===== config.mk =====
export PLATFORM = sky130hd
export DESIGN_NAME = tce_rf
export DESIGN_NICKNAME = d
export VERILOG_FILES = /design/src/sv/tce_pkg.sv /design/src/sv/tce_rf.sv
export SDC_FILE = /design/constraint.sdc
export NUM_CORES = 1
export LEC_CHECK = 0
export BUFFER_PORTS_ARGS = -buffer_cell sky130_fd_sc_hd__buf_2
export CAP_MARGIN = 30
export CELL_PAD_IN_SITES_DETAIL_PLACEMENT = 2
export CELL_PAD_IN_SITES_GLOBAL_PLACEMENT = 2
export CORE_MARGIN = 2
export CORE_UTILIZATION = 45
export DETAILED_ROUTE_END_ITERATION = 16
export PLACE_DENSITY = 0.77
export SETUP_SLACK_MARGIN = 0.3
export SYNTH_ARGS = -nofsm -noshare
export SYNTH_HDL_FRONTEND = slang
export SYNTH_SLANG_ARGS = --single-unit
export TNS_END_PERCENT = 100

===== constraint.sdc =====
create_clock -name aclk -period 10.1 [get_ports aclk]
set_clock_uncertainty 0.1 [all_clocks]
set_input_delay 2.02 -clock aclk [delete_from_list [all_inputs] [get_ports aclk]]
set_output_delay 2.02 -clock aclk [all_outputs]
set_load 0.005 [all_outputs]

===== src/sv/tce_pkg.sv =====
package tce_pkg;

    // fixed geometry of the execute unit
    localparam int WORD_BITS    = 32;
    localparam int PC_BITS      = 16;
    localparam int NUM_REGS     = 16;
    localparam int MEM_WORDS    = 256;
    localparam int REG_IDX_BITS = 4;
    localparam int ADDR_BITS    = 8;
    localparam int KIND_BITS    = 4;
    localparam int OPND_BITS    = 8;
    localparam int CYC_BITS     = 5;

    // stream widths
    localparam int IN_TDATA_BITS  = 16;
    localparam int OUT_TDATA_BITS = 104;

    typedef logic [WORD_BITS-1:0]    word_t;
    typedef logic [REG_IDX_BITS-1:0] reg_idx_t;
    typedef logic [ADDR_BITS-1:0]    addr_t;
    typedef logic [PC_BITS-1:0]      pc_t;
    typedef logic [CYC_BITS-1:0]     cyc_t;

    // instruction kinds
    typedef enum logic [KIND_BITS-1:0] {
        K_LD_DIR = 4'd0,
        K_ST_DIR = 4'd1,
        K_ST_IND = 4'd2,
        K_LD_IMM = 4'd3,
        K_ADD    = 4'd4,
        K_SUB    = 4'd5,
        K_JZ     = 4'd6,
        K_MUL    = 4'd7,
        K_MOV    = 4'd8,
        K_LD_IND = 4'd9
    } kind_t;

    // register file write port
    typedef struct packed {
        logic     we;
        reg_idx_t idx;
        word_t    data;
    } rf_wr_t;

    // result fields, first field in the highest bits
    typedef struct packed {
        word_t    mem_value;
        addr_t    dm_addr;
        logic     mem_we;
        word_t    reg_value;
        reg_idx_t rf_index;
        logic     reg_we;
        cyc_t     cycles;
        logic [15:0] next_pc;
    } result_t;

    // one queued result beat
    typedef struct packed {
        logic    illegal;
        result_t data;
    } out_item_t;

    // cycle cost per kind, zero for unknown kinds
    function automatic cyc_t cycle_cost(input logic [KIND_BITS-1:0] kind);
        cyc_t cost;
        unique case (kind)
            K_LD_DIR: cost = 5'd8;
            K_ST_DIR: cost = 5'd8;
            K_ST_IND: cost = 5'd12;
            K_LD_IMM: cost = 5'd6;
            K_ADD:    cost = 5'd4;
            K_SUB:    cost = 5'd4;
            K_JZ:     cost = 5'd12;
            K_MUL:    cost = 5'd30;
            K_MOV:    cost = 5'd2;
            K_LD_IND: cost = 5'd12;
            default:  cost = 5'd0;
        endcase
        return cost;
    endfunction

endpackage


===== src/sv/tce_rf.sv =====
module tce_rf (
    input  logic                  aclk,
    input  logic                  aresetn,
    input  logic                  rd_en,
    input  tce_pkg::reg_idx_t     rd_addr_a,
    input  tce_pkg::reg_idx_t     rd_addr_b,
    output tce_pkg::word_t        rd_data_a,
    output tce_pkg::word_t        rd_data_b,
    input  tce_pkg::rf_wr_t       wr
);
    import tce_pkg::*;

    word_t              rf_mem [NUM_REGS];
    logic [NUM_REGS-1:0] vld_reg;
    word_t              data_a_reg, data_b_reg;
    reg_idx_t           addr_a_reg, addr_b_reg;
    logic               vld_a_reg, vld_b_reg;
    logic               fwd_we_reg;
    reg_idx_t           fwd_idx_reg;
    word_t              fwd_data_reg;

    // storage, registered read ports and last-write capture
    always_ff @(posedge aclk) begin
        if (wr.we) begin
            rf_mem[wr.idx] <= wr.data;
        end
        if (rd_en) begin
            data_a_reg <= rf_mem[rd_addr_a];
            data_b_reg <= rf_mem[rd_addr_b];
            addr_a_reg <= rd_addr_a;
            addr_b_reg <= rd_addr_b;
            vld_a_reg  <= vld_reg[rd_addr_a];
            vld_b_reg  <= vld_reg[rd_addr_b];
        end
        fwd_idx_reg  <= wr.idx;
        fwd_data_reg <= wr.data;
    end

    // written flags, an unwritten register reads as zero
    always_ff @(posedge aclk) begin
        if (!aresetn) begin
            vld_reg    <= '0;
            fwd_we_reg <= 1'b0;
        end else begin
            fwd_we_reg <= wr.we;
            if (wr.we) begin
                vld_reg[wr.idx] <= 1'b1;
            end
        end
    end

    // forward a write that landed on the same edge as the read
    assign rd_data_a = (fwd_we_reg && fwd_idx_reg == addr_a_reg) ? fwd_data_reg :
                       (vld_a_reg ? data_a_reg : '0);
    assign rd_data_b = (fwd_we_reg && fwd_idx_reg == addr_b_reg) ? fwd_data_reg :
                       (vld_b_reg ? data_b_reg : '0);

endmodule


==> After elaboration in Yosys (flattened, before gate mapping) <==
Memories as Yosys holds them, arrays and structs flattened. A register that Yosys moved wholly into a read port is not among the register bits.
Cells that the tools add are included.
{ "word_totals": {"regBits": 63, "mem_bits_rw": 512, "in_bits": 48, "n_memories": 1} }
{ "memory_table": {"columns": ["name", "words", "word_bits", "rd", "rd_clocked_by_memory_dff", "write_ports", "line", "source"], "rows": [
  ["rf_mem", 16, 32, 2, 2, 1, "tce_rf.sv:13", "word_t rf_mem [NUM_REGS];"]
]} }
{ "op_classes": {"n_lt_le_gt_ge": 4, "n_eq_ne": 2, "n_mux": 12, "bitwise": 1, "n_reduce_logical": 3} }
{ "ops": {"columns": ["operator", "count"], "rows": [
  ["$mux W32", 4],
  ["$or A16 B16 Y16", 1],
  ["$lt A4 B5 Y1 const B", 3],
  ["$bmux W1 S4", 2],
  ["$eq A4 B4 Y1", 2],
  ["$mux W1", 5],
  ["$demux W1 S4", 1],
  ["$ge A4 B1 Y1 const B", 1],
  ["$logic_and A1 B1 Y1", 3]
]} }

==> Depth between registers and ports, before layout <==
{ "logic_depth": {"ltp_word": 5, "ltp_mapped": 6, "ltp_nobuf": 4} }

==> Least setup slack after synthesis <==
Ideal clock, no wire load.
{ "synth_path": {"kind": "in2reg", "start": "input port wr[34] (netlist name)", "end": "memory rf_mem[0][0] (netlist name) (enable)", "arrival_time_ps": 4789, "required_ps": 9536, "setup_slack_ps": 4747, "stages": 2, "cell_sequence": "or3b_2 > nor3_1"} }
{ "synth_rtl": {"columns": ["item", "line", "source"], "rows": [
  ["start, declared", "tce_rf.sv:9", "input tce_pkg::rf_wr_t wr"],
  ["end, declared", "tce_rf.sv:13", null]
]} }
Straight into the memory's write port.

==> Worst setup path in the final report <==
{ "layout_path": {"start": "register vld_b_reg", "end": "output port rd_data_b[12]"} }
{ "layout_between": {"elab_chain_cells": 2} }
{ "layout_lines": {"columns": ["item", "line", "source"], "rows": [
  ["start, declared", "tce_rf.sv:17", "logic vld_a_reg, vld_b_reg;"],
  ["start signal, assigned", "tce_rf.sv:33", "vld_b_reg <= vld_reg[rd_addr_b];"],
  ["$mux W32", "tce_rf.sv:56", "(vld_b_reg ? data_b_reg : '0);"],
  ["$mux W32", "tce_rf.sv:55", "assign rd_data_b = (fwd_we_reg && fwd_idx_reg == addr_b_reg) ? fwd_data_reg :"],
  ["end, declared", "tce_rf.sv:8", "output tce_pkg::word_t rd_data_b,"]
]} }
No other way between the ends.

==> out/metrics.cfg <==
[outcome]
outcome = finished, final reports clean

[synthesis]
synth.yosys.seq_area_share_pct = 67.1
synthFlopType = edfxtp_1
synth_top_cell_area_share_pct = 63.3
synth_area_per_cell_um2 = 19.5
synth_nets = 1473
ys_top_cells_by_area = edfxtp_1 (63%), mux4_2 (21%), dfxtp_1 (3.8%), a22oi_1 (3.6%), mux2i_1 (2.3%)
synth.cell_area_um2 = 27800
ys_warn_count = 0
ys_ff_latch = 639
synth.distinct_cells = 24
synth_area_leader_cell = edfxtp_1
netlist_instances = 1425
synth-edff-count = 586
async_reset_ff_share_pct = 0

[drt]
drc_errors = 0
ant_nets = 0
drt_wl_total_um = 84000
vias_per_cell = 6.52
wl_per_cell_um = 35.2
drtIter0Drc = 1579
drt_first_pass_iters = 7
routed-via-count = 15565

[clock_network]
clkSlewWorstSetupHoldPaths_ns = 0.06
cts-root-buf = clkbuf_16
clock-sinks = 639
clock_insertion_delay_worst_skew_ns = 0.60
cts-resized-gates = 0
cts_tree = yes
ctsHoldBuffers = 0
htreeDepth = 3
cts_setup_buffers = 0
cts.path.max_buffers = 3
cts_buffers = 69

[critical_path]
critPathBufInv = 2
critPathMaxFanout = 18
path_cells = buf_4, nand2_1, mux2i_1, buf_2
rr_endpoint = data_a_reg[5]
rr_worst_depth = 3
critPathCaptureType = output port
crit_required_ns = 7.98
rrSetupSlack_ns = 8.42
critPathKind = flop to output port
slowest_delay_ns = 0.96
cp.arrival_ns = 2.75
timing.rr.start = rf_mem[2][5]
path_delay_family = flip-flops
critPathSlowestCell = edfxtp_1
crit_path_start_kind = flop

[timing]
setup_viol = 0
hold_viol_final = 0
post-route-period-util_pct = 48.2
period_needed_ns = 4.87
report.final.slew_viol_count = 0
fin_tns_setup_ns = 0
rsz0062_at_grt = no
max_freq_mhz = 205
maxSlewHeadroom_pct = 37.7
tightest_slew_ns = 0.935

[grt]
grt_pass1_wl_um = 122000
grt_pass1_vias = 17363
antenna_found_initial = 2
grt_max_degree = 61
track_usage_pct = 26.8
grt_overflow = 0

[placed_design]
hpwl_um = 46700
io_buffers = 111
gp_congestion = 0.731

[final_layout]
final.fill_count = 5235
finalNetCount = 1594
largest_reg_flops = 512
final_common_cell = edfxtp_1
area_growth_pct = 13.4
drive_above_1_share_pct = 33.4
multi_input_area_um2 = 8620
antenna_cells = 0
regMostFlops = rf_mem
layout_common_cells = edfxtp_1 (586), mux4_2 (264), nand2_1 (133)
seq_area_um2 = 18700

[power]
p_leak_nw = 10.4
combPwrFrac_pct = 7.6
powerDensity_nw_per_um2 = 187
pwr-share-seq_pct = 51.1
p_switching_mw = 1.32
clkPwrFrac_pct = 41.3
p_total_mw = 5.89
swShare_pct = 22.5
worst_ir_drop_vdd_mv = 0.127
intPower_mw = 4.57

[die]
die_w_um = 253
die_area_um2 = 63800
core_area_um2 = 61400
die_y_um = 253
rows = 91
initial_utilization_pct = 45.3
io_pins = 112

[hold_path]
hp-start = vld_reg[1]
holdPathStages = 1
min_path_type = flop to flop
holdPathEnd = vld_reg[1]

[job]
drv_cap = 0

-- how the worst max path moves through the flow --
stage                       from             end  cells after the start
finish                 vld_b_reg   rd_data_b[12]                      4
global route           vld_b_reg   rd_data_b[12]                      4
CTS                    vld_b_reg   rd_data_b[12]                      4
detailed placement  rd_addr_b[0]  data_b_reg[10]                      5
global placement    rd_addr_b[1]   data_b_reg[1]                      5
floorplan                 wr[34]    rf_mem[0][0]                      2
-- layout make-up --
cell class                      instances  area share, %
Clock buffer                          100           6.17
Clock inverter                         21          0.547
Inverter                               32          0.381
Multi-Input combinational cell        650           27.3
Sequential cell                       639           59.2
Tap cell                              790           3.13
Timing Repair Buffer                  154           3.27
-- Yosys cell counts (2+ instances only) --
| cell | n |
|---|---|
| dfxtp_1 | 53 |
| clkbuf_1 | 47 |
| mux4_2 | 264 |
| nor4_4 | 2 |
| edfxtp_1 | 586 |
| o21a_1 | 16 |
| buf_4 | 5 |
| xnor2_1 | 2 |
| xor2_1 | 6 |
| buf_1 | 5 |
| nor3_1 | 4 |
| nand2_1 | 133 |
| nor2b_1 | 4 |
| buf_6 | 16 |
| nor2_1 | 14 |
| buf_2 | 31 |
| a22oi_1 | 132 |
| nand2b_1 | 2 |
| mux2i_1 | 64 |
| inv_1 | 32 |
| and2_1 | 3 |
| nand3b_1 | 2 |
-- layer usage --
layer / vias to the layer above / part of all wire, % / wire (µm) / global-route usage, %
li1: 6199 / - / - / -
met1: 8442 / 38 / 32000 / 34.5
met2: 736 / 52 / 43400 / 46.1
met3: 186 / 7.1 / 5950 / 4.89
met4: 2 / 3.1 / 2620 / 9.21
met5: - / 0.012 / 10 / 0
-- logic make-up after synthesis --
family,after synthesis,share of synthesized area [%]
simple gates,166,2.51
flops,639,67.1
mux,328,23.7
compound gates,148,3.99
xor+xnor,8,0.252
buf+inv,136,2.47
-- power groups by stage --
stage / registers [mW] / logic, mW / clock network, mW
after floorplan: 3.05 / 0.272 / 0
after global placement: 3.06 / 0.423 / 0
after detailed placement: 3.07 / 0.449 / 0
after CTS: 3.01 / 0.452 / 2.48
after global routing: 3.02 / 0.478 / 2.56
final: 3.01 / 0.447 / 2.43
-- metrics by stage --
step                      cell area (µm²)  hold slack, ns  std cells  setup WS [ns]  utilization (%)
after floorplan                     27800           0.352       1425           4.75                -
final                               31500           0.408       2386           5.23             51.4
after detailed placement            29400           0.390       2265           5.26             47.9
after CTS                           31500           0.408       2386           5.24             51.4
after global routing                31500           0.424       2386           5.17             51.4
after global placement              29200           0.361       2258           5.05             47.6
Power figures use the tool's default switching activity.
