==> src/sv/tce_pkg.sv <==
package tce_pkg;

    // fixed geometry of the execute unit
    localparam int WORD_BITS    = 32;
    localparam int PC_BITS      = 16;
    localparam int NUM_REGS     = 16;
    localparam int MEM_WORDS    = 256;
    localparam int REG_IDX_BITS = 4;
    localparam int ADDR_BITS    = 8;
    localparam int KIND_BITS    = 4;
    localparam int OPND_BITS    = 8;
    localparam int CYC_BITS     = 5;

    // stream widths
    localparam int IN_TDATA_BITS  = 16;
    localparam int OUT_TDATA_BITS = 104;

    typedef logic [WORD_BITS-1:0]    word_t;
    typedef logic [REG_IDX_BITS-1:0] reg_idx_t;
    typedef logic [ADDR_BITS-1:0]    addr_t;
    typedef logic [PC_BITS-1:0]      pc_t;
    typedef logic [CYC_BITS-1:0]     cyc_t;

    // instruction kinds
    typedef enum logic [KIND_BITS-1:0] {
        K_LD_DIR = 4'd0,
        K_ST_DIR = 4'd1,
        K_ST_IND = 4'd2,
        K_LD_IMM = 4'd3,
        K_ADD    = 4'd4,
        K_SUB    = 4'd5,
        K_JZ     = 4'd6,
        K_MUL    = 4'd7,
        K_MOV    = 4'd8,
        K_LD_IND = 4'd9
    } kind_t;

    // register file write port
    typedef struct packed {
        logic     we;
        reg_idx_t idx;
        word_t    data;
    } rf_wr_t;

    // result fields, first field in the highest bits
    typedef struct packed {
        word_t    mem_value;
        addr_t    dm_addr;
        logic     mem_we;
        word_t    reg_value;
        reg_idx_t rf_index;
        logic     reg_we;
        cyc_t     cycles;
        logic [15:0] next_pc;
    } result_t;

    // one queued result beat
    typedef struct packed {
        logic    illegal;
        result_t data;
    } out_item_t;

    // cycle cost per kind, zero for unknown kinds
    function automatic cyc_t cycle_cost(input logic [KIND_BITS-1:0] kind);
        cyc_t cost;
        unique case (kind)
            K_LD_DIR: cost = 5'd8;
            K_ST_DIR: cost = 5'd8;
            K_ST_IND: cost = 5'd12;
            K_LD_IMM: cost = 5'd6;
            K_ADD:    cost = 5'd4;
            K_SUB:    cost = 5'd4;
            K_JZ:     cost = 5'd12;
            K_MUL:    cost = 5'd30;
            K_MOV:    cost = 5'd2;
            K_LD_IND: cost = 5'd12;
            default:  cost = 5'd0;
        endcase
        return cost;
    endfunction

endpackage

==> src/sv/tce_ofifo.sv <==
module tce_ofifo (
    input  logic                  aclk,
    input  logic                  aresetn,
    input  logic                  push,
    input  tce_pkg::out_item_t    push_data,
    output logic                  out_valid,
    input  logic                  out_ready,
    output tce_pkg::out_item_t    out_data,
    output logic [1:0]            count
);
    import tce_pkg::*;

    out_item_t  entry_mem [2];
    logic       wr_ptr_reg, rd_ptr_reg;
    logic [1:0] count_reg;
    logic       pop;

    assign pop       = out_valid && out_ready;
    assign out_valid = (count_reg != 2'd0);
    assign out_data  = entry_mem[rd_ptr_reg];
    assign count     = count_reg;

    // entry storage
    always_ff @(posedge aclk) begin
        if (push) begin
            entry_mem[wr_ptr_reg] <= push_data;
        end
    end

    // pointers and fill level
    always_ff @(posedge aclk) begin
        if (!aresetn) begin
            wr_ptr_reg <= 1'b0;
            rd_ptr_reg <= 1'b0;
            count_reg  <= 2'd0;
        end else begin
            if (push) begin
                wr_ptr_reg <= ~wr_ptr_reg;
            end
            if (pop) begin
                rd_ptr_reg <= ~rd_ptr_reg;
            end
            count_reg <= count_reg + {1'b0, push} - {1'b0, pop};
        end
    end

    // space is reserved before an instruction is taken
    a_no_overflow: assert property (@(posedge aclk) disable iff (!aresetn)
        push |-> count_reg != 2'd2)
        else $error("result queue overflow");

endmodule

==> config.mk <==
export PLATFORM = sky130hd
export DESIGN_NAME = tce_ofifo
export DESIGN_NICKNAME = d
export VERILOG_FILES = /design/src/sv/tce_pkg.sv /design/src/sv/tce_ofifo.sv
export SDC_FILE = /design/constraint.sdc
export NUM_CORES = 1
export LEC_CHECK = 0
export CORE_MARGIN = 3
export CORE_UTILIZATION = 40
export CTS_BUF_LIST = sky130_fd_sc_hd__clkbuf_4 sky130_fd_sc_hd__clkbuf_8
export DETAILED_ROUTE_END_ITERATION = 8
export DONT_BUFFER_PORTS = 1
export PLACE_DENSITY = 0.64
export SKIP_CTS_REPAIR_TIMING = 1
export SYNTH_ARGS = -nofsm -noshare
export SYNTH_HDL_FRONTEND = slang
export SYNTH_SLANG_ARGS = --single-unit
==> constraint.sdc <==
create_clock -name aclk -period 11.7 [get_ports aclk]
set_input_delay 1.17 -clock aclk [delete_from_list [all_inputs] [get_ports aclk]]
set_output_delay 1.17 -clock aclk [all_outputs]
set_load 0.01 [all_outputs]
Yosys cells after proc, flatten, opt, wreduce, memory -nomap -nowiden
Memories as Yosys holds them, arrays and structs flattened. A register that Yosys moved wholly into a read port is not among the register bits.
Index checks and enable logic that the tools add are counted.
{ "word_totals": {"reg_bits": 4, "ramBits": 200, "input_bits": 104, "output_inout_bits": 103, "word_cells": 14, "mem_count": 1} }
{ "op_classes": {"addsub": 2, "mux": 4, "bitwise": 2, "reduce_logical": 2} }
{ "memory_table": {"columns": ["memory", "words", "width", "rd", "rd_clocked_by_memory_dff", "write_ports", "line_no", "rtl"], "rows": [
  ["entry_mem", 2, 100, 1, 1, 1, "tce_ofifo.sv:13", "out_item_t entry_mem [2];"]
]} }
{ "op_table": {"columns": ["op", "count"], "rows": [
  ["2-to-1 mux 1 bit", 4],
  ["adder 2 x 1 -> 2 bit", 1],
  ["inverter 1 bit", 2],
  ["nonzero test 2 bit", 1],
  ["subtractor 2 x 1 -> 2 bit", 1],
  ["logical AND 1 bit", 1]
]} }

Logic depth before layout (Yosys ltp)
Gate-level depths: netlist of run 1.
{ "logic_depth": {"ltp_word": 4, "depth_mapped": 6, "depth_no_buf": 6} }

Worst setup path before layout of run 1
OpenSTA, ideal clock, no wires.
{ "synth_timing": {"kind": "input-to-reg", "start": "input port push", "end": "memory entry_mem[0][0] (netlist bit) (enable)", "setup_time_ns": 0.572, "arrival_time_ns": 5.553, "required_time_ns": 11.128, "path_slack_ns": 5.575, "cell_stages": 1, "n_path_buf": 0, "path_cell_list": "nor2b_1"} }
{ "synth_between": {"elab_chain_cells": 2} }
{ "synth_rtl": {"columns": ["item", "line_no", "rtl"], "rows": [
  ["start, declared", "tce_ofifo.sv:4", "input logic push,"],
  ["2-to-1 mux 1 bit", "tce_ofifo.sv:25", "if (push) begin"],
  ["2-to-1 mux 1 bit (not written as such)", "tce_ofifo.sv:26", "entry_mem[wr_ptr_reg] <= push_data;"],
  ["end, declared", "tce_ofifo.sv:13", null]
]} }
No other way between the ends.

==> impl_metrics.ini, run 1 <==
[finish]
fillCellCount = 1619
drive_gt1_share_pct = 42.49
synthToLayoutAreaGrowth_pct = 10.66
layout.nets = 468
largest_register_ff_count = 200
antennaDiodeCount = 0
finalCoreUtilization_pct = 45.99
stdcell_count = 646

[global_routing]
grt.overflow.total = 0
maximum_number_of_pins_on_one_net_before_global_route_repair = 90
grt_first_pass_wirelength_mm = 20.15
first_global_vias = 3448
antenna_violations_before_repair = 2
overall_track_demand_over_capacity_in_global_routing_pct = 12.13

[yosys]
synth.net_count = 439
postSynthRegisterBits = 205
synth_commonest_cells = sky130_fd_sc_hd__edfxtp_1 (200), sky130_fd_sc_hd__mux2_4 (100), sky130_fd_sc_hd__buf_12 (10)
synth_edf_count = 200
synthFlopType = sky130_fd_sc_hd__edfxtp_1
synth-compound-area-share_pct = 0.1887
synth_most_common_cell = sky130_fd_sc_hd__edfxtp_1
synth_async_sr_flop_share_pct = 0
yosys.area_share.adder_pct = 0.3145
yosys-top-cells-area = sky130_fd_sc_hd__edfxtp_1 (75%), sky130_fd_sc_hd__mux2_4 (19%), sky130_fd_sc_hd__buf_12 (2.5%), sky130_fd_sc_hd__dfxtp_1 (1.3%), sky130_fd_sc_hd__ha_1 (0.31%)
synth.lib_cells_used.distinct = 15
yosysTopAreaCellShare_pct = 75.48
post_synthesis_share_of_cell_area_spent_on_xor_and_xnor_gates_pct = 0.2831
post_synth_mux_area_share_pct = 19.12
synth_simple_gate_area_share_pct = 0.5976
netlist_instances = 333
dominant_combinational_cell_family_by_area_after_synthesis = multiplexers
syn_area_sq_mm = 0.007956
synth.yosys.warnings = 0
ys_seq_area_share_pct = 76.74
syn-mean-instance-area_sq_um = 23.89
synth_area_leader_cell = sky130_fd_sc_hd__edfxtp_1

[worst_setup_path]
cp_data_required_time_ns = 10.53
arrival_ns = 2.71
path_max_fanout = 55
timing_worst_setup_path_type = register to output port
r2r_slack_ns = 9.52
timing.critical_path.to_type = output port
start_kind = register

[die]
row_count = 50
io_pins = 207
die_y_microns = 147.0
floorplan.initialDensity_pct = 41.56
die_w_microns = 147.0
die_area_sq_mm = 0.02162
core_area_sq_mm = 0.01914

[route]
drcViolationCount = 0
number_of_vias_per_cell_after_detailed_routing = 4.776
first_pass_iters = 4
routedWlPerCell_microns = 21.17
via_count = 3085
route.antenna.remaining_nets = 0
first_iter_violations = 94
wl_mm = 13.68

[clocking]
tritoncts = built
worst_skew_pair.late_latency_ns = 0.49
htreeDepth = 2
clkSinkCount = 205
cts.path.max_buffers = 3
cts_root_buf = sky130_fd_sc_hd__clkbuf_8
cts_inserted_buffers = 35
worst_path_clk_slew_ns = 0.05

[placement]
dp.final_hpwl_mm = 9.024
placed_cells_incl_taps = 585
gp_congestion = 0.7204
io_buffer_count = 0

[outcome]
status = completed

[timing]
fin_skew_ns = 0.01634
setup-tns-final_ns = 0
min_period_over_period_pct = 33.20
finalHoldViolCount = 0
maxSlewHeadroom_pct = 19.69
report.final.setup_viol = 0
fmaxAchievable_ghz = 0.2575
rsz0062_at_grt = no
worst_pin_slew_ns = 1.205
number_of_pins_exceeding_their_max_slew_limit_in_the_final_report = 0
finalCriticalPeriod_ns = 3.884

[power_and_ir_drop]
design_power_total_uw = 1804
pwr_density_cell_mw_per_mm2 = 204.9
ir_drop_mv = 0.1230
pleak_uw = 0.003103

[run]
max_cap_viols = 0

[hold_path]
worst_hold_path_type = register to register
-- where the power goes --
group / switching (uW) / internal (uW) / leakage [uW] / total (uW)
logic: 127 / 154 / 0.000808 / 281
clock network: 255 / 370 / 0.000375 / 626
registers: 42.6 / 855 / 0.00192 / 897
-- area by class of cell --
type	instances	area [sq um]	area share, %
sequential	205	6110	69.39
multi-input combinational	115	1642	18.64
clock buffer	54	643.1	7.304
tap	260	325.3	3.695
clock inverter	7	55.05	0.6253
timing repair buffer	3	22.52	0.2558
inverter	2	7.507	0.08526
-- through the flow --
| stage | hold slack, ns | setup WS [ns] | instance area [sq um] |
|---|---|---|---|
| floorplan | 0.4516 | 5.575 | 7956 |
| global placement | 0.4555 | 8.296 | 8107 |
| detailed placement | 0.4627 | 8.239 | 8107 |
| CTS | 0.4886 | 7.696 | 8805 |
| global route | 0.5106 | 7.624 | 8805 |
| finish | 0.4809 | 7.816 | 8805 |
-- cell families after synthesis --
family	after synthesis
AOI/OAI and AO/OA	2
xor gates and xnor gates	1
adders and majority gates	2
buffers and inverters	13
DFF	205
muxes	102
and+or+nand+nor	8
-- per-layer routing --
layer	vias to the layer above	GRT usage (%)	share of wire [%]
met2	170	19.89	48
met1	1501	12.11	34
met5	-	0	0.20
met3	33	8.544	15
li1	1377	-	-
met4	4	4.380	2.3
-- final timing paths --
check	cells past startpoint	endpoint	startpoint
setup / recovery	2	out_data[72]	register
hold / removal	2	register	rd_ptr_reg
setup reg to reg	2	entry_mem[0][75]	wr_ptr_reg
hold reg to reg	2	register	rd_ptr_reg
-- critical path, cell delays in order, from the launching register on --
cell and delay [ns]:
sky130_fd_sc_hd__dfxtp_4 0.91, sky130_fd_sc_hd__buf_4 0.90, sky130_fd_sc_hd__mux2_4 0.39
-- cell usage in the layout (no fill, tap or decap), types with 2 or more instances in the layout --
master | Yosys | layout
sky130_fd_sc_hd__clkinv_1 | 0 | 4
sky130_fd_sc_hd__clkbuf_8 | 0 | 38
sky130_fd_sc_hd__inv_1 | 2 | 2
sky130_fd_sc_hd__o21a_1 | 2 | 2
sky130_fd_sc_hd__mux2i_1 | 2 | 2
sky130_fd_sc_hd__edfxtp_1 | 200 | 200
sky130_fd_sc_hd__mux2_4 | 100 | 100
sky130_fd_sc_hd__ha_1 | 2 | 2
sky130_fd_sc_hd__nor2b_1 | 3 | 2
sky130_fd_sc_hd__buf_4 | 0 | 3
sky130_fd_sc_hd__clkinv_2 | 0 | 2
sky130_fd_sc_hd__dfxtp_1 | 5 | 4
sky130_fd_sc_hd__clkbuf_4 | 0 | 16
Power figures use the tool's default switching activity.
==> run 2: changes to the inputs <==
- PLACE_DENSITY: 0.64 -> 0.66
- clock period: 11.7 -> 3.2 ns (I/O delays scaled with it)
==> run 2 against run 1 <==
Clock skew shrank 0.0047 ns. Final area grew 11%. Die area is the same. Combinational power grew to 4.3 times the previous value. Critical path depth is the same. Via count grew 13%. Non-clock buffer count grew 102. Routed wire length grew 3.9%. Clock power grew to 3.4 times the previous value. Cell count grew 15%. Setup slack lost 6.9 ns. Core utilization grew 5.1 points. Largest power group unchanged.
==> impl_metrics.ini, run 2 (synthesized netlist as in run 1, its figures left out) <==
[die]
die_area_sq_mm = 0.02162
core_area_sq_mm = 0.01914
die_w_microns = 147.0
floorplan.initialDensity_pct = 41.56
die_y_microns = 147.0
io_pins = 207
row_count = 50

[power_and_ir_drop]
pleak_uw = 0.003489
pwr_density_cell_mw_per_mm2 = 669.7
design_power_total_uw = 6555
ir_drop_mv = 0.4227

[route]
wl_mm = 14.22
routedWlPerCell_microns = 19.13
number_of_vias_per_cell_after_detailed_routing = 4.694
first_pass_iters = 6
route.antenna.remaining_nets = 0
via_count = 3488
drcViolationCount = 0
first_iter_violations = 133

[hold_path]
timing.hold.worst_endpoint = wr_ptr_reg
worst_hold_path.num_cells = 2
worst_hold_path_type = primary input to register
worst_hold_startpoint = push

[timing]
number_of_pins_exceeding_their_max_slew_limit_in_the_final_report = 0
fmaxAchievable_ghz = 0.4361
min_period_over_period_pct = 71.65
fin_skew_ns = 0.01165
finalHoldViolCount = 0
finalCriticalPeriod_ns = 2.293
rsz0062_at_grt = no
worst_pin_slew_ns = 0.5820
setup_slack_ns = 0.9071
report.final.setup_viol = 0
maxSlewHeadroom_pct = 61.20
setup-tns-final_ns = 0

[worst_setup_path]
start_kind = register
crit_path_max_incr_delay_ns = 0.59
crit_chain = buf_4, mux2_4
r2r_slack_ns = 1.46
path_max_fanout = 27
arrival_ns = 1.97
worstReg2RegEnd = entry_mem[1][46]
timing.critical_path.to_type = output port
worst-r2r-cell-count = 2
worst_r2r_startpoint = wr_ptr_reg
timing_worst_setup_path_type = register to output port
cp_data_required_time_ns = 2.88
crit_slowest_cell = sky130_fd_sc_hd__dfxtp_4

[finish]
largest_register_ff_count = 200
most-common-layout-cells = sky130_fd_sc_hd__edfxtp_1 (200), sky130_fd_sc_hd__dlygate4sd3_1 (101), sky130_fd_sc_hd__mux2_4 (100), sky130_fd_sc_hd__clkbuf_8 (37), sky130_fd_sc_hd__clkinv_1 (11)
drive_gt1_share_pct = 31.54
layout.nets = 569
layout_commonest_cell = sky130_fd_sc_hd__edfxtp_1
synthToLayoutAreaGrowth_pct = 23.02

[clocking]
clkSinkCount = 205
htreeDepth = 2
cts.path.max_buffers = 3
worst_path_clk_slew_ns = 0.06
worst_skew_pair.late_latency_ns = 0.49
cts_inserted_buffers = 34
tritoncts = built
cts_root_buf = sky130_fd_sc_hd__clkbuf_8

[outcome]
status = completed

[global_routing]
grt_first_pass_wirelength_mm = 19.80
busiest_layer = met2
antenna_violations_before_repair = 1
gr-usage-met1_pct = 12.22
overall_track_demand_over_capacity_in_global_routing_pct = 11.96
grt_use_met3_pct = 7.187
grt.overflow.total = 0
grtUsageMet2_pct = 19.91
maximum_number_of_pins_on_one_net_before_global_route_repair = 102
first_global_vias = 3339

[run]
max_cap_viols = 0

[placement]
gp_congestion = 0.7193
dp.final_hpwl_mm = 8.721
io_buffer_count = 0
dp_worst_setup_slack_ns = 1.407
==> run 2: cell count changes in the layout (fill, tap and decap cells not counted), sizes merged <==
cell         previous run  this run
dlygate4sd3             0       101
clkbuf                 54        42
clkinv                  6        12
buf                     3         4
diode                   0         1
==> run 2: how the worst max path moves through the flow <==
stage | from | endpoint | slack (ns)
2_1_floorplan | wr_ptr_reg | entry_mem[1][0] | 0.04
3_3_place_gp | register | out_data[94] | 1.45
3_5_place_dp | register | out_data[89] | 1.41
4_1_cts | register | out_data[94] | 0.85
5_1_grt | register | out_data[17] | 0.80
6_report | register | out_data[94] | 0.91
==> run 2: per-layer routing <==
| metal | part of all wire (%) | wire length, microns |
|---|---|---|
| met5 | 0 | 0 |
| met1 | 37 | 5280 |
| met4 | 2.5 | 353 |
| met3 | 9.0 | 1273 |
| met2 | 51 | 7308 |
==> run 2: area by class of cell <==
type,count,area (sq um)
sequential,205,6110
multi-input combinational,115,1642
tap,260,325.3
inverter,2,7.507
timing repair buffer,105,1079
fill,1543,9355
antenna,1,2.502
clock buffer,42,546.8
clock inverter,13,76.32
==> run 2: worst max-delay path: cells and delay by family (launching register included) <==
family   cells  cell delay, ns
flops        1            0.59
buf+inv      1            0.50
mux          1            0.37
==> run 2: where the power goes <==
group / switching (uW) / total (uW) / internal (uW)
logic: 566 / 1220 / 650
clock network: 926 / 2110 / 1190
registers: 102 / 3220 / 3120
total: 1590 / 6560 / 4960
==> run 2: through the flow <==
stage	hold WS (ns)	std cells	cell area, sq um	util (%)
after floorplan	0.4189	333	7964	-
after global placement	0.4190	586	8152	42.58
after detailed placement	0.4190	586	8152	42.58
after CTS	-0.1272	641	8775	45.84
after global routing	0.006813	742	9786	51.12
final	0.04735	743	9788	51.13
==> run 3: changes to the inputs <==
- PLACE_DENSITY: 0.66 -> 0.64
- clock period: 3.2 -> 2.17 ns (I/O delays scaled with it)
==> run 3 against run 2 <==
Final area increased by 2.2%. Routed wire length increased by 1.2%. Die area unchanged. Hold slack improved by 0.16 ns.
==> impl_metrics.ini, run 3 (synthesized netlist as in run 1, its figures left out) <==
[die]
io_pins = 207
core_area_sq_mm = 0.01914
die_y_microns = 147.0
die_area_sq_mm = 0.02162
floorplan.initialDensity_pct = 41.56
die_w_microns = 147.0
row_count = 50

[worst_setup_path]
cp_data_required_time_ns = 1.95
r2r_slack_ns = 0.55
timing_worst_setup_path_type = register to output port
crit_slowest_cell = sky130_fd_sc_hd__dfxtp_4
path_max_fanout = 16
worstReg2RegEnd = wr_ptr_reg
worst_r2r_startpoint = wr_ptr_reg
crit_family = flip-flops
critPathBufInv = 1
timing.critical_path.to_type = output port
crit_chain = buf_4, mux2_4
worst-r2r-cell-count = 4
crit_path_max_incr_delay_ns = 0.56
start_kind = register
arrival_ns = 1.73

[finish]
stdcell_count = 759
largest_register_ff_count = 200
layout_commonest_cell = sky130_fd_sc_hd__edfxtp_1
synthToLayoutAreaGrowth_pct = 25.70
layout.nets = 579
drive_gt1_share_pct = 34.54
most-common-layout-cells = sky130_fd_sc_hd__edfxtp_1 (200), sky130_fd_sc_hd__dlygate4sd3_1 (104), sky130_fd_sc_hd__mux2_4 (100), sky130_fd_sc_hd__clkbuf_8 (38), sky130_fd_sc_hd__clkbuf_4 (8)

[route]
route.antenna.remaining_nets = 0
first_iter_violations = 99
first_pass_iters = 4
wl_mm = 14.39
wl_met1_mm = 5.152
routedWlPerCell_microns = 18.96
number_of_vias_per_cell_after_detailed_routing = 4.596
met2RoutedLength_mm = 7.460
dr.max_layer_used = met4
drcViolationCount = 0
via_count = 3488
met3_length_mm = 1.442

[global_routing]
first_global_vias = 3432
maximum_number_of_pins_on_one_net_before_global_route_repair = 74
antenna_violations_before_repair = 1
overall_track_demand_over_capacity_in_global_routing_pct = 12.43
grt.overflow.total = 0
grt_first_pass_wirelength_mm = 20.36

[power_and_ir_drop]
design_power_total_uw = 10150
ir_drop_mv = 0.6247
switching_share_pct = 23.91
power_frac_clock_pct = 34.9
pwr_density_cell_mw_per_mm2 = 1015
power.switching_uw = 2426
power_frac_seq_pct = 46.7
intPower_uw = 7721
share_comb_of_total_power_pct = 18.5
pleak_uw = 0.003605

[timing]
min_period_over_period_pct = 89.61
number_of_pins_exceeding_their_max_slew_limit_in_the_final_report = 0
report.final.setup_viol = 0
fin_skew_ns = 0.01908
fmaxAchievable_ghz = 0.5143
finalCriticalPeriod_ns = 1.945
rsz0062_at_grt = no
finalHoldViolCount = 0
finalHoldWorstSlack_ns = 0.2074
setup_slack_ns = 0.2254
worst_pin_slew_ns = 0.4584
maxSlewHeadroom_pct = 69.44

[placement]
dp.final_hpwl_mm = 8.976
dp_worst_setup_slack_ns = 0.6659
gp_congestion = 0.7119
io_buffer_count = 0
placed_cells_incl_taps = 592

[outcome]
status = completed

[hold_path]
worst_hold_path_type = primary input to register
worst_hold_path.num_cells = 1
worst_hold_startpoint = push
timing.hold.worst_endpoint = entry_mem[1][4]

[clocking]
clkSinkCount = 205
worst_skew_pair.late_latency_ns = 0.50
htreeDepth = 2
cts.path.max_buffers = 3
cts_root_buf = sky130_fd_sc_hd__clkbuf_8
tritoncts = built
worst_path_clk_slew_ns = 0.06
cts_inserted_buffers = 35

[run]
max_cap_viols = 0
-- run 3: cell types whose count changed in the layout (fill, tap and decap cells not counted), sizes merged --
cell / change
clkinvlp: +1
buf: +6
clkbuf: +4
dlygate4sd3: +3
bufinv: +2
-- run 3: worst reg2reg max path: cells and delay by family (launching register included) --
kind            cells  cell delay [ns]
buf+inv             2             0.90
flops               1             0.33
compound gates      1             0.19
simple gates        1             0.14
-- run 3: worst max-delay path by stage --
stage | end | slack, ns | depth (start not counted)
6_report | out_data[64] | 0.23 | 2
5_1_grt | out_data[64] | 0.10 | 2
4_1_cts | out_data[68] | 0.14 | 2
2_1_floorplan | entry_mem[0][0] | -0.06 | 1
3_3_place_gp | entry_mem[1][58] | 0.71 | 2
3_5_place_dp | count[1] | 0.67 | 6
-- run 3: cell type report --
type                            count  area (sq um)
Fill cell                        1551          9143
Clock buffer                       46         583.1
Clock inverter                     16         151.4
Inverter                            2         7.507
Timing Repair Buffer              114          1179
Tap cell                          260         325.3
Multi-Input combinational cell    115          1642
Antenna cell                        1         2.502
Sequential cell                   205          6111
-- run 3: per-layer routing --
layer,global-route usage [%],vias to the layer above
met4,5.778,0
met5,0,-
met3,7.434,27
li1,-,1606
met1,12.23,1704
met2,20.93,151
-- run 3: through the flow --
step | instance area [sq um] | TNS [ns] | utilization, %
3_3_place_gp | 8223 | 0 | 42.95
4_1_cts | 8957 | 0 | 46.79
5_1_grt | 10000 | 0 | 52.24
2_1_floorplan | 7966 | -6.398 | -
3_5_place_dp | 8223 | 0 | 42.95
6_report | 10000 | 0 | 52.24
-- run 3: power groups by stage --
| stage | sequential [uW] | combinational, uW | clock (uW) |
|---|---|---|---|
| after global placement | 4810 | 1710 | 0 |
| after floorplan | 4750 | 1680 | 0 |
| after detailed placement | 4830 | 1720 | 0 |
| final | 4730 | 1870 | 3540 |
| after global routing | 4760 | 1990 | 3880 |
| after CTS | 4740 | 1730 | 3680 |
